### src/hdl/itda_pkg.sv
package itda_pkg;

    localparam int VALUE_W    = 32;
    localparam int CHAR_W     = 8;
    localparam int BCD_W      = 4;
    localparam int NUM_DIGITS = 10;
    localparam int BCD_REG_W  = NUM_DIGITS * BCD_W;
    localparam int BIT_CNT_W  = $clog2(VALUE_W);
    localparam int DIG_CNT_W  = $clog2(NUM_DIGITS + 1);

    localparam logic [CHAR_W-1:0] DIGIT_BASE   = 8'h30;
    localparam logic [CHAR_W-1:0] MINUS_CODE   = 8'h2D;
    localparam logic [CHAR_W-1:0] DIGIT_NINE   = 8'h39;
    localparam logic [BCD_W-1:0]  DABBLE_LIMIT = 4'd5;
    localparam logic [BCD_W-1:0]  DABBLE_ADD   = 4'd3;

    // Commands from the controller to the datapath.
    typedef struct packed {
        logic load;
        logic dabble;
        logic skip_digit;
        logic emit_sign;
        logic emit_digit;
        logic last;
    } t_cmd;

    // Status from the datapath to the controller.
    typedef struct packed {
        logic top_zero;
        logic negative;
    } t_status;

endpackage

### src/hdl/itda_dp.sv
module itda_dp (
    input  logic                              i_clk,
    input  logic                              i_rst_n,
    input  logic [itda_pkg::VALUE_W-1:0]      i_value,
    input  itda_pkg::t_cmd                    i_cmd,
    output itda_pkg::t_status                 o_status,
    output logic [itda_pkg::CHAR_W-1:0]       o_char_code,
    output logic                              o_last_char,
    output logic                              o_char_valid
);

    logic [itda_pkg::VALUE_W-1:0]   r_mag,  n_mag;
    logic [itda_pkg::BCD_REG_W-1:0] r_bcd,  n_bcd;
    logic                           r_neg,  n_neg;
    logic [itda_pkg::CHAR_W-1:0]    r_char, n_char;
    logic                           r_last, n_last;
    logic                           r_valid;
    logic [itda_pkg::BCD_REG_W-1:0] adj_bcd;
    logic [itda_pkg::BCD_W-1:0]     top_digit;

    assign top_digit = r_bcd[itda_pkg::BCD_REG_W-1 -: itda_pkg::BCD_W];

    // Add three to every digit of five or more before the next shift.
    always_comb begin
        for (int d = 0; d < itda_pkg::NUM_DIGITS; d++) begin
            if (r_bcd[d*itda_pkg::BCD_W +: itda_pkg::BCD_W] >= itda_pkg::DABBLE_LIMIT) begin
                adj_bcd[d*itda_pkg::BCD_W +: itda_pkg::BCD_W] =
                    r_bcd[d*itda_pkg::BCD_W +: itda_pkg::BCD_W] + itda_pkg::DABBLE_ADD;
            end else begin
                adj_bcd[d*itda_pkg::BCD_W +: itda_pkg::BCD_W] =
                    r_bcd[d*itda_pkg::BCD_W +: itda_pkg::BCD_W];
            end
        end
    end

    always_comb begin
        n_mag  = r_mag;
        n_bcd  = r_bcd;
        n_neg  = r_neg;
        n_char = r_char;
        n_last = r_last;
        if (i_cmd.load) begin
            n_neg = i_value[itda_pkg::VALUE_W-1];
            n_mag = n_neg ? (~i_value + 1'b1) : i_value;
            n_bcd = '0;
        end else if (i_cmd.dabble) begin
            n_bcd = {adj_bcd[itda_pkg::BCD_REG_W-2:0], r_mag[itda_pkg::VALUE_W-1]};
            n_mag = {r_mag[itda_pkg::VALUE_W-2:0], 1'b0};
        end else if (i_cmd.skip_digit || i_cmd.emit_digit) begin
            n_bcd = {r_bcd[itda_pkg::BCD_REG_W-itda_pkg::BCD_W-1:0], {itda_pkg::BCD_W{1'b0}}};
        end
        if (i_cmd.emit_sign) begin
            n_char = itda_pkg::MINUS_CODE;
            n_last = 1'b0;
        end else if (i_cmd.emit_digit) begin
            n_char = itda_pkg::DIGIT_BASE
                   + {{(itda_pkg::CHAR_W-itda_pkg::BCD_W){1'b0}}, top_digit};
            n_last = i_cmd.last;
        end
    end

    always_ff @(posedge i_clk) begin
        r_mag  <= n_mag;
        r_bcd  <= n_bcd;
        r_neg  <= n_neg;
        r_char <= n_char;
        r_last <= n_last;
        if (!i_rst_n) begin
            r_valid <= 1'b0;
        end else begin
            r_valid <= i_cmd.emit_sign | i_cmd.emit_digit;
        end
    end

    assign o_status.top_zero = (top_digit == '0);
    assign o_status.negative = r_neg;
    assign o_char_code       = r_char;
    assign o_last_char       = r_last;
    assign o_char_valid      = r_valid;

endmodule

### src/hdl/itda_ctrl.sv
module itda_ctrl (
    input  logic              i_clk,
    input  logic              i_rst_n,
    input  logic              start,
    output logic              busy,
    input  itda_pkg::t_status i_status,
    output itda_pkg::t_cmd    o_cmd
);

    typedef enum logic [2:0] {
        S_IDLE,
        S_CONV,
        S_SKIP,
        S_SIGN,
        S_EMIT
    } t_state;

    localparam logic [itda_pkg::BIT_CNT_W-1:0] LAST_BIT =
        itda_pkg::BIT_CNT_W'(itda_pkg::VALUE_W - 1);
    localparam logic [itda_pkg::DIG_CNT_W-1:0] ALL_DIGITS =
        itda_pkg::DIG_CNT_W'(itda_pkg::NUM_DIGITS);
    localparam logic [itda_pkg::DIG_CNT_W-1:0] ONE_DIGIT =
        itda_pkg::DIG_CNT_W'(1);

    t_state                          r_state, n_state;
    logic [itda_pkg::BIT_CNT_W-1:0]  r_bit_cnt, n_bit_cnt;
    logic [itda_pkg::DIG_CNT_W-1:0]  r_dig_cnt, n_dig_cnt;
    logic                            r_busy, n_busy;
    logic                            accept;

    assign accept = start && !r_busy;

    always_comb begin
        n_state   = r_state;
        n_bit_cnt = r_bit_cnt;
        n_dig_cnt = r_dig_cnt;
        o_cmd     = '0;
        unique case (r_state)
            S_IDLE: begin
                if (accept) begin
                    o_cmd.load = 1'b1;
                    n_bit_cnt  = '0;
                    n_state    = S_CONV;
                end
            end
            S_CONV: begin
                o_cmd.dabble = 1'b1;
                n_bit_cnt    = r_bit_cnt + 1'b1;
                if (r_bit_cnt == LAST_BIT) begin
                    n_dig_cnt = ALL_DIGITS;
                    n_state   = S_SKIP;
                end
            end
            S_SKIP: begin
                if (i_status.top_zero && (r_dig_cnt != ONE_DIGIT)) begin
                    o_cmd.skip_digit = 1'b1;
                    n_dig_cnt        = r_dig_cnt - 1'b1;
                end else begin
                    n_state = i_status.negative ? S_SIGN : S_EMIT;
                end
            end
            S_SIGN: begin
                o_cmd.emit_sign = 1'b1;
                n_state         = S_EMIT;
            end
            S_EMIT: begin
                o_cmd.emit_digit = 1'b1;
                o_cmd.last       = (r_dig_cnt == ONE_DIGIT);
                n_dig_cnt        = r_dig_cnt - 1'b1;
                if (r_dig_cnt == ONE_DIGIT) begin
                    n_state = S_IDLE;
                end
            end
            default: begin
                n_state = S_IDLE;
            end
        endcase
        n_busy = (n_state != S_IDLE);
    end

    always_ff @(posedge i_clk) begin
        r_bit_cnt <= n_bit_cnt;
        r_dig_cnt <= n_dig_cnt;
        if (!i_rst_n) begin
            r_state <= S_IDLE;
            r_busy  <= 1'b0;
        end else begin
            r_state <= n_state;
            r_busy  <= n_busy;
        end
    end

    assign busy = r_busy;

endmodule

### src/hdl/int_to_decimal_ascii.sv
// Signed 32-bit integer to decimal ASCII text.
//
// Input channel: drive i_value and raise start. The word is taken at the
// rising edge where start is high and busy is low; busy then stays high
// until the last character of that number has been produced.
// Output channel: each character appears on o_char_code for exactly one
// cycle with o_char_valid high. Characters come most significant first,
// with a leading '-' for negative values, and o_last_char marks the final
// one. The receiver cannot stall, so it must take every strobed word.
// Sequence: after acceptance the magnitude goes through bit-serial
// double-dabble, one input bit per cycle. The ten BCD digits then leave
// the shifter one per cycle: leading zeros are dropped, the sign is picked,
// a '-' is emitted for a negative number, and the rest of the digits follow.
// The last character is strobed in the cycle that busy falls, so the next
// number may be accepted right then; no new number is taken while busy.
// Reset (synchronous, active low) returns the controller to idle and
// clears the strobe; a number in flight is dropped.
module int_to_decimal_ascii (
    input  logic                               i_clk,
    input  logic                               i_rst_n,
    input  logic                               start,
    output logic                               busy,
    input  logic signed [itda_pkg::VALUE_W-1:0] i_value,
    output logic [itda_pkg::CHAR_W-1:0]        o_char_code,
    output logic                               o_last_char,
    output logic                               o_char_valid
);

    itda_pkg::t_cmd    cmd;
    itda_pkg::t_status status;

    // The controller sequences conversion, zero suppression and output.
    itda_ctrl u_ctrl (
        .i_clk    (i_clk),
        .i_rst_n  (i_rst_n),
        .start    (start),
        .busy     (busy),
        .i_status (status),
        .o_cmd    (cmd)
    );

    // The datapath holds the magnitude, the BCD digits and the output word.
    itda_dp u_dp (
        .i_clk        (i_clk),
        .i_rst_n      (i_rst_n),
        .i_value      (i_value),
        .i_cmd        (cmd),
        .o_status     (status),
        .o_char_code  (o_char_code),
        .o_last_char  (o_last_char),
        .o_char_valid (o_char_valid)
    );

endmodule

### config.mk
export PLATFORM = sky130hd
export DESIGN_NAME = int_to_decimal_ascii
export DESIGN_NICKNAME = d
export VERILOG_FILES = /design/src/hdl/itda_pkg.sv /design/src/hdl/itda_dp.sv /design/src/hdl/itda_ctrl.sv /design/src/hdl/int_to_decimal_ascii.sv
export SDC_FILE = /design/constraint.sdc
export NUM_CORES = 1
export LEC_CHECK = 0
export BUFFER_PORTS_ARGS = -buffer_cell sky130_fd_sc_hd__buf_2
export CAP_MARGIN = 20
export CORE_ASPECT_RATIO = 0.6
export CORE_MARGIN = 2
export CORE_UTILIZATION = 44
export CTS_CLUSTER_SIZE = 10
export DETAILED_ROUTE_END_ITERATION = 16
export PLACE_DENSITY = 0.59
export SKIP_CTS_REPAIR_TIMING = 1
export SYNTH_ARGS = -nofsm -noshare
export SYNTH_HDL_FRONTEND = slang
export SYNTH_HIERARCHICAL = 1
export SYNTH_SLANG_ARGS = --single-unit
### constraint.sdc
create_clock -name i_clk -period 2.96 [get_ports i_clk]
set_clock_uncertainty 0.1 [all_clocks]
set_input_delay 0.148 -clock i_clk [delete_from_list [all_inputs] [get_ports i_clk]]
set_output_delay 0.148 -clock i_clk [all_outputs]
set_load 0.02 [all_outputs]
==> qor.yml <==
outcome:
  status: "completed"
detailed_routing:
  via_per_inst: 5.56
  drt_first_pass_iters: 5
  routed_wl_mm: 12.6
  route.detailed.drc: 0
  via_count: 4552
  wl_per_cell_um: 15.4
  drtAntennaViolNets: 0
  first_iter_violations: 343
timing:
  period_share: 0.929
  setup_viol: 0
  period_minus_slack_ns: 2.75
  drv_slew: 0
  finalHoldViolations: 0
  fmax_mhz: 364
  rsz0062_at_grt: "false"
  fin_hold_ws_ns: 0.0464
  tns_ns: 0
  slew_headroom: 0.585
  worst_slew_pin_slew_ns: 0.621
synth:
  synthAdderAreaFrac: 0.0553
  synth_top_area_frac: 0.223
  synthTopCellsByArea: "edfxtp_1 (22%), dfxtp_1 (18%), ha_1 (5.5%)"
  synthMuxAreaShare: 0.0219
  synth-seq-area-share: 0.404
  synth-warning-count: 6
  syn_area_um2: 5650
  synth_top_flop_cell: "dfxtp_1"
  synth-simple-area-share: 0.167
  synth-xor-area-share: 0.0651
  synth_top_area_cell: "edfxtp_1"
  synth.distinct_cells: 62
  synth-seq-cells: 93
  yosysMostFrequentCell: "nor2_1"
  synth_cells: 621
  synth_top_family_by_area: "compound AO/OA/AOI/OAI gates"
  synth_compound_area_frac: 0.227
  netlist_top_cells_count: "nor2_1 (62), a21oi_1 (58), dfxtp_1 (51)"
  synthArstFlopShare: 0
  syn_avg_cell_area_um2: 9.10
  synth_edf_count: 42
global_route:
  grt_pass1_vias: 4245
  antenna_found_initial: 0
  grt.overflow.total: 0
  grt_util_all_layers: 0.189
  grt_pass1_wl_mm: 20.8
  grt_max_degree: 83
placed_design:
  port_buffers: 42
  dpl_cell_area_um2: 6010
  dpl.hpwl_mm: 8.64
  place.gp.congestion: 0.833
  placedCellCount: 802
setup_path:
  cp-end-kind: "flip-flop"
  crit_top_cell: "inv_1"
  cp_max_fo: 31
  cp_slowest_cell: "nor3b_1"
  worstPathCellList: "inv_1 -> ha_1 -> nor3b_1 -> inv_1 -> nor3_2 -> or3_1 -> buf_4 -> o22ai_1 -> a211oi_1"
  path_class: "flip-flop to flip-flop"
  cp.required_ns: 3.11
  cp.arrival_ns: 2.90
  slowest_delay_ns: 0.55
  startpoint_type: "flip-flop"
clock_network:
  clk_pin_slew_worst_paths_ns: 0.07
  cts_max_level: 3
  cts_tree: "yes"
  clockBufferDepth: 2
  numClockSinks: 93
  root_buffer: "clkbuf_16"
  cts_made_buffers: 9
  clk_latency_ns: 0.34
final_layout:
  area_growth_pct: 11.7
  drive_gt1_frac: 0.143
  finalNonFillerCells: 819
  num-nets-final: 704
  n_antenna_cell: 0
  final_area_um2: 6310
die:
  start_util: 0.445
  std_cell_rows: 32
  ios: 46
  core-area_um2: 12700
  die_x_um: 150
  fp.dieH_um: 91.8
  dieArea_um2: 13800
worst_hold_path:
  hold_path.class: "input port to flip-flop"
power_and_ir_drop:
  p_leak_nw: 2.46
  p_per_area_nw_per_um2: 645
  ir_drop_mv: 0.356
flow_run:
  maxCapViolCount: 0
## cell usage in the layout, fill, tap and decap left out, drive strengths merged, types with 14 or more instances in the layout
| cell type | instances |
|---|---|
| nand2b | 14 |
| dfxtp | 51 |
| nor2 | 62 |
| xor2 | 28 |
| o21ai | 22 |
| ha | 25 |
| nor3 | 19 |
| buf | 53 |
| a21oi | 58 |
| inv | 38 |
| a211oi | 27 |
| edfxtp | 42 |
| o22ai | 19 |
| xnor2 | 14 |
| clkbuf | 14 |
| nand2 | 29 |
## final timing paths
kind / cells after the start / startpoint / slack [ns] / end
hold / removal: 2 / i_value[0] / 0.05 / u_dp/r_mag[0]
setup reg to reg: 9 / u_dp/r_bcd[36] / 0.21 / u_dp/r_bcd[5]
hold reg to reg: 2 / u_dp/o_char_code[4] / 0.37 / u_dp/o_char_code[4]
setup / recovery: 9 / u_dp/r_bcd[36] / 0.21 / u_dp/r_bcd[5]
## cells by family (layout without fill, tap and decap cells)
family | Yosys count | in the layout
xor gates and xnor gates | 42 | 42
other | 2 | 3
AOI/OAI and AO/OA | 188 | 188
buffers and inverters | 81 | 108
adders and majority gates | 25 | 25
and+or+nand+nor | 178 | 178
DFF | 93 | 93
muxes | 12 | 12
## through the flow
stage           util  power, W  setup slack (ns)
6_report       0.498   0.00407             0.211
5_1_grt        0.498   0.00432           0.00717
4_1_cts        0.497   0.00410             0.208
3_5_place_dp   0.473   0.00294             0.220
3_3_place_gp   0.473   0.00288             0.430
2_1_floorplan      -   0.00264             0.614
## registers in the layout, summed over array words and instances, names as in the netlist
register,cells
u_dp/o_char_code,5
u_ctrl/r_bit_cnt,5
u_ctrl/r_dig_cnt,4
u_ctrl/r_state,3
u_dp/r_bcd,40
u_dp/o_char_valid,1
u_dp/r_neg,1
u_dp/r_mag,32
u_dp/o_last_char,1
u_ctrl/busy,1
## power by group
group | switching [W] | leakage [nW] | total (W) | internal, W
sequential | 0.000211 | 0.824 | 0.00181 | 0.00160
combinational | 0.000634 | 1.49 | 0.00112 | 0.000482
clock | 0.000483 | 0.149 | 0.00115 | 0.000664
## layer usage
layer,GRT usage,vias up,share of wire
li1,-,2295,-
met1,0.284,2141,0.54
met2,0.266,106,0.40
met3,0.0468,10,0.051
met4,0.0519,0,0.010
met5,0,-,0
## critical path, delay by kind of cell (launching register included)
| family | cells | cell delay [ns] |
|---|---|---|
| fa+ha+maj | 1 | 0.24 |
| buf+inv | 3 | 0.59 |
| flops | 1 | 0.33 |
| compound gates | 2 | 0.37 |
| simple gates | 3 | 1.01 |
## cell type report
class                      count  area (um^2)
clock buffer                  14          284
clock inverter                 2         15.0
fill                        1197         6380
inverter                      38          143
multi-input combinational    448         3050
sequential                    93         2280
tap                          170          213
timing repair buffer          54          328
Note: power is estimated with default switching activity, not from simulation.
